### config.mk
export PLATFORM = sky130hd
export DESIGN_NAME = hftf_desc
export DESIGN_NICKNAME = d
export VERILOG_FILES = /design/src/rtl/hftf_pkg.sv /design/src/rtl/hftf_desc.sv
export SDC_FILE = /design/constraint.sdc
export NUM_CORES = 2
export LEC_CHECK = 0
export BUFFER_PORTS_ARGS = -buffer_cell sky130_fd_sc_hd__buf_2
export CORE_MARGIN = 2
export CORE_UTILIZATION = 42
export DETAILED_ROUTE_END_ITERATION = 16
export GPL_TIMING_DRIVEN = 1
export PLACE_DENSITY_LB_ADDON = 0.05
export RECOVER_POWER = 100
export SYNTH_ARGS = -nofsm -noshare
export SYNTH_HDL_FRONTEND = slang
export SYNTH_MEMORY_MAX_BITS = 65536
export SYNTH_SLANG_ARGS = --single-unit
### constraint.sdc
create_clock -name clock -period 6.02 [get_ports clock]
set_input_delay 1.204 -clock clock [delete_from_list [all_inputs] [get_ports clock]]
set_output_delay 1.204 -clock clock [all_outputs]
set_load 0.03 [all_outputs]
### src/rtl/hftf_pkg.sv
// ----------------------------------------------------------------------------
// hftf_pkg
// Shared types, sizes, codes and the static header field table for the
// header field table engine.
// ----------------------------------------------------------------------------
`default_nettype none

package hftf_pkg;

   // sizing
   localparam int ARENA_BYTES    = 4096;
   localparam int MAX_ENTRIES    = 128;
   localparam int ARENA_AW       = $clog2(ARENA_BYTES);
   localparam int ENTRY_AW       = $clog2(MAX_ENTRIES);
   localparam int CNT_W          = $clog2(MAX_ENTRIES + 1);
   localparam int SIZE_W         = ARENA_AW + 1;
   localparam int LEN_W          = 13;
   localparam int TOTAL_W        = 14;
   localparam int COST_W         = TOTAL_W + 1;
   localparam int SUM_W          = ((SIZE_W > COST_W) ? SIZE_W : COST_W) + 1;
   localparam int SLOT_W         = (CNT_W > 10) ? CNT_W : 10;
   localparam int ENTRY_OVERHEAD = 32;
   localparam int STATIC_COUNT   = 61;
   localparam int FIRST_DYNAMIC  = 62;

   // static table strings
   localparam int NAME_CHARS = 27;
   localparam int NAME_BITS  = NAME_CHARS * 8;
   localparam int SLEN_W     = $clog2(NAME_CHARS + 1);

   // command codes
   localparam logic [2:0] CMD_LOOKUP    = 3'd0;
   localparam logic [2:0] CMD_READ      = 3'd1;
   localparam logic [2:0] CMD_INS_BEGIN = 3'd2;
   localparam logic [2:0] CMD_INS_BYTE  = 3'd3;
   localparam logic [2:0] CMD_RESIZE    = 3'd4;

   // status codes
   localparam logic [2:0] ST_OK        = 3'd0;
   localparam logic [2:0] ST_BAD_INDEX = 3'd1;
   localparam logic [2:0] ST_TOO_LARGE = 3'd2;
   localparam logic [2:0] ST_DROPPED   = 3'd3;
   localparam logic [2:0] ST_SEQUENCE  = 3'd4;

   // sequencer states
   typedef enum logic [2:0] {
      S_IDLE,
      S_EXEC,
      S_DUSE,
      S_AUSE,
      S_EVICT,
      S_EV_APPLY,
      S_COMMIT,
      S_RESP
   } state_type;

   // dynamic entry descriptor, name_addr is a ring address in the arena
   typedef struct packed {
      logic [ARENA_AW-1:0] name_addr;
      logic [LEN_W-1:0]    name_bytes;
      logic [LEN_W-1:0]    value_bytes;
   } desc_type;

   typedef struct packed {
      logic                en;
      logic [ARENA_AW-1:0] addr;
      logic [7:0]          data;
   } arena_wr_type;

   typedef struct packed {
      logic                en;
      logic [ENTRY_AW-1:0] addr;
      desc_type            data;
   } desc_wr_type;

   // static names, zero padded on the high side
   function automatic logic [NAME_BITS-1:0] rom_name(input logic [5:0] k);
      logic [NAME_BITS-1:0] s;
      s = '0;
      case (k)
         6'd0:  s = ":authority";
         6'd1:  s = ":method";
         6'd2:  s = ":method";
         6'd3:  s = ":path";
         6'd4:  s = ":path";
         6'd5:  s = ":scheme";
         6'd6:  s = ":scheme";
         6'd7:  s = ":status";
         6'd8:  s = ":status";
         6'd9:  s = ":status";
         6'd10: s = ":status";
         6'd11: s = ":status";
         6'd12: s = ":status";
         6'd13: s = ":status";
         6'd14: s = "accept-charset";
         6'd15: s = "accept-encoding";
         6'd16: s = "accept-language";
         6'd17: s = "accept-ranges";
         6'd18: s = "accept";
         6'd19: s = "access-control-allow-origin";
         6'd20: s = "age";
         6'd21: s = "allow";
         6'd22: s = "authorization";
         6'd23: s = "cache-control";
         6'd24: s = "content-disposition";
         6'd25: s = "content-encoding";
         6'd26: s = "content-language";
         6'd27: s = "content-length";
         6'd28: s = "content-location";
         6'd29: s = "content-range";
         6'd30: s = "content-type";
         6'd31: s = "cookie";
         6'd32: s = "date";
         6'd33: s = "etag";
         6'd34: s = "expect";
         6'd35: s = "expires";
         6'd36: s = "from";
         6'd37: s = "host";
         6'd38: s = "if-match";
         6'd39: s = "if-modified-since";
         6'd40: s = "if-none-match";
         6'd41: s = "if-range";
         6'd42: s = "if-unmodified-since";
         6'd43: s = "last-modified";
         6'd44: s = "link";
         6'd45: s = "location";
         6'd46: s = "max-forwards";
         6'd47: s = "proxy-authenticate";
         6'd48: s = "proxy-authorization";
         6'd49: s = "range";
         6'd50: s = "referer";
         6'd51: s = "refresh";
         6'd52: s = "retry-after";
         6'd53: s = "server";
         6'd54: s = "set-cookie";
         6'd55: s = "strict-transport-security";
         6'd56: s = "transfer-encoding";
         6'd57: s = "user-agent";
         6'd58: s = "vary";
         6'd59: s = "via";
         6'd60: s = "www-authenticate";
         default: s = '0;
      endcase
      return s;
   endfunction

   // static values, most are empty
   function automatic logic [NAME_BITS-1:0] rom_value(input logic [5:0] k);
      logic [NAME_BITS-1:0] s;
      s = '0;
      case (k)
         6'd1:  s = "GET";
         6'd2:  s = "POST";
         6'd3:  s = "/";
         6'd4:  s = "/index.html";
         6'd5:  s = "http";
         6'd6:  s = "https";
         6'd7:  s = "200";
         6'd8:  s = "204";
         6'd9:  s = "206";
         6'd10: s = "304";
         6'd11: s = "400";
         6'd12: s = "404";
         6'd13: s = "500";
         6'd15: s = "gzip, deflate";
         default: s = '0;
      endcase
      return s;
   endfunction

   // string length as count of non-zero characters
   function automatic logic [SLEN_W-1:0] str_len(input logic [NAME_BITS-1:0] s);
      logic [SLEN_W-1:0] n;
      n = '0;
      for (int i = 0; i < NAME_CHARS; i++) begin
         if (s[i*8 +: 8] != 8'd0) begin
            n = n + 1'b1;
         end
      end
      return n;
   endfunction

   // character at position pos, first character sits in the highest used byte
   function automatic logic [7:0] str_byte(input logic [NAME_BITS-1:0] s,
                                           input logic [SLEN_W-1:0] len,
                                           input logic [SLEN_W-1:0] pos);
      logic [SLEN_W-1:0] sel;
      sel = len - 1'b1 - pos;
      return s[sel*8 +: 8];
   endfunction

endpackage

`default_nettype wire

### src/rtl/hftf_desc.sv
// ----------------------------------------------------------------------------
// hftf_desc
// Descriptor ring for dynamic entries: arena address and lengths.
// ----------------------------------------------------------------------------
`default_nettype none

module hftf_desc (
   input  wire logic                          clock,
   input  wire hftf_pkg::desc_wr_type         wr,
   input  wire logic [hftf_pkg::ENTRY_AW-1:0] rd_addr,
   output hftf_pkg::desc_type                 rd_data
);
   import hftf_pkg::*;

   desc_type mem [MAX_ENTRIES];

   // one write and one registered read per cycle
   always_ff @(posedge clock) begin
      if (wr.en) begin
         mem[wr.addr] <= wr.data;
      end
      rd_data <= mem[rd_addr];
   end

endmodule

`default_nettype wire

==> metrics.txt <==
met2 routed WL=about 270000 um; Ports=92; final core occ=48.42%; status=complete, but fails checks; Initial Util=a little over two fifths; Leak=0.06485 uW; max_slew headroom=-196.9%; actual slew at the worst max-slew pin=4454 ps; flops & latches, synth=~4900; Synth area leader=edfxtp_1; Final Setup Violations=0; crit-path max FO=19; fin. max-slew vios=6809; Post-CTS Resized=0; Final Wtd Congestion=0.7770; Clk Latency, worst-skew pair=around 1100 ps; wire length of the first global-routing pass=between 700000 and 800000 um; TritonCTS Buffers=542; ys async rst share=0%; met1 WL=about 230000 um; total power=between 70000 and 80000 uW; critical path startpoint category=input port; Syn Std Cell Area=0.1854 sq mm; core area=0.4387 sq mm; min Tclk post-route=around 5000 ps; fillers=35050; # rows=243; crit path kind=input port to flop; total grt overflow=0; DIE AREA=0.4467 sq mm; Max Fclk=200.5 MHz; largest net degree at the start of global routing=between 100 and 150; DP HPWL=between 300000 and 400000 um; Root Driver=clkbuf_16; Ys Warns=0; most common flop cell mapped by yosys=edfxtp_1; Clock Tree Buf Depth=4; CTS tree=built; share of Yosys cell area claimed by the top area cell type=between 70% and 80%; VDD IR-drop max=between 0.0002 and 0.00025 V; crit share post-route=82.85%; WL per Instance=38.80 um; final cell count without fillers=roughly 14000; Syn Inst Count=7078; clk sinks=4902; quantity of hold-fixing buffers added after cts=0; global-route total usage across every layer=24.53%; Setup Total Neg Slack=0 ps; data required time at the worst endpoint=6670 ps; register area share after synthesis=79.20%; Via Count=about 85000; placed cells=roughly 13000; setup repair after global routing missed its margin=false; quantity of I/O buffers inserted on ports=91; CP endpoint kind=flop; Clock Skew=between 40 and 50 ps; final wirelength=546600 um; Post-CTS Setup Repair Bufs=0; metal3 WL=33120 um; DR iter-0 viols=a little under 10000; failing checks=max-capacitance violations, max-slew violations; HP Class=input port to flop; PD cells=~340 mW/mm^2; top layer in use=met5; Final ANT Viol Nets=0; # DRC=0; Post-synth EDFFs=4864; final hold violations=0; first-pass detailed-route iteration total=5; critical path arrival=5640 ps; post-synthesis net count=about 7000; maxcap violations=184; mean area per synthesized cell=26.19 sq um; vias in the first global route=87100; top cells by area, synth=edfxtp_1, mux4_2, clkbuf_1, dfxtp_1, nor2_1; Clock Pin Slew Worst Setup and Hold Paths=around 60 ps; ratio of cells with drive above 1 in the final layout=about a third; antenna violations before repair=83; via/cell ratio=5.999; Post-synth top cells=edfxtp_1, mux4_2, clkbuf_1; die width=roughly 670 um; Die Span Y=668.4 um; most frequent cell after synthesis=edfxtp_1; H-tree levels=6; area added between synthesis and finish=14.59%; Yosys cell types=16; nets@finish=7811
cell type report:
class	instances	area [sq um]	area share (%)
tap	5880	7357	3.463
clock inverter	256	1775	0.8358
antenna	26	65.06	0.03063
multi-input combinational	1804	37580	17.69
clock buffer	712	14800	6.966
sequential	4902	146800	69.12
timing repair buffer	507	4024	1.894
per-stage QoR:
step                hold WS (ps)  worst slack, ps  cell area (sq um)
floorplan                   1074             1156             185400
global placement            1130             1048             197200
detailed placement          1130             1043             197200
CTS                        487.9             2168             213700
global route               749.3             1020             212400
finish                     789.4             1033             212400
flip-flops by register name (all words and copies together), names as in the netlist:
| signal | cells |
|---|---|
| mem | 4864 |
| rd_data | 38 |
kinds of logic after synthesis:
| logic type | share of synthesized area (%) |
|---|---|
| buf+inv | 0.8025 |
| flops | 79.20 |
| mux | 19.62 |
| simple gates | 0.3759 |
power breakdown:
part	internal, uW	switching [uW]	total, uW
Combinational	1390	2260	3650
Clock	18000	13300	31300
Sequential	37800	156	37900
Total	57100	15700	72800
critical path, cell delays in order:
cell and delay [ps]:
clkbuf_1 380, nor2b_1 370, nand2_1 860, nor2_1 1780, clkbuf_2 980
path summary, 6_finish.rpt:
path / start / cells after the start / end / slack [ps]
max: wr[38] / 5 / mem[92][24]$_DFFE_PP_ / 1030
min: rd_addr[5] / 2 / rd_data[1]$_DFF_P_ / 790
max reg2reg: mem[61][21]$_DFFE_PP_ / 4 / rd_data[21]$_DFF_P_ / 3400
min reg2reg: mem[122][5]$_DFFE_PP_ / 4 / rd_data[5]$_DFF_P_ / 1140
metal layers:
metal / vias to the layer above / global-route usage [%]
li1: 32730 / -
met1: 48150 / 34.79
met2: 2956 / 40.90
met3: 659 / 3.526
met4: 24 / 4.904
met5: - / 0
layout by cell type, fill, tap and decap left out, types with 3 or more instances in the layout:
cell type	netlist	final
edfxtp_1	4864	4864
mux4_2	1596	1596
clkbuf_16	0	562
clkbuf_1	225	299
buf_4	0	165
clkinv_1	0	115
clkinv_2	0	84
buf_12	0	83
clkbuf_2	0	81
nor2_4	0	65
nor2_1	122	57
mux2_2	38	38
dfxtp_1	38	38
diode_2	0	26
inv_6	0	26
clkbuf_8	0	17
bufinv_16	0	16
nand2_1	14	14
nand3_1	12	12
nor2b_1	7	7
clkinv_8	0	7
buf_2	61	7
nor3_1	9	6
nand4_1	3	3
inv_16	0	3
clkinv_4	0	3
Note: power is estimated with default switching activity, not from simulation.
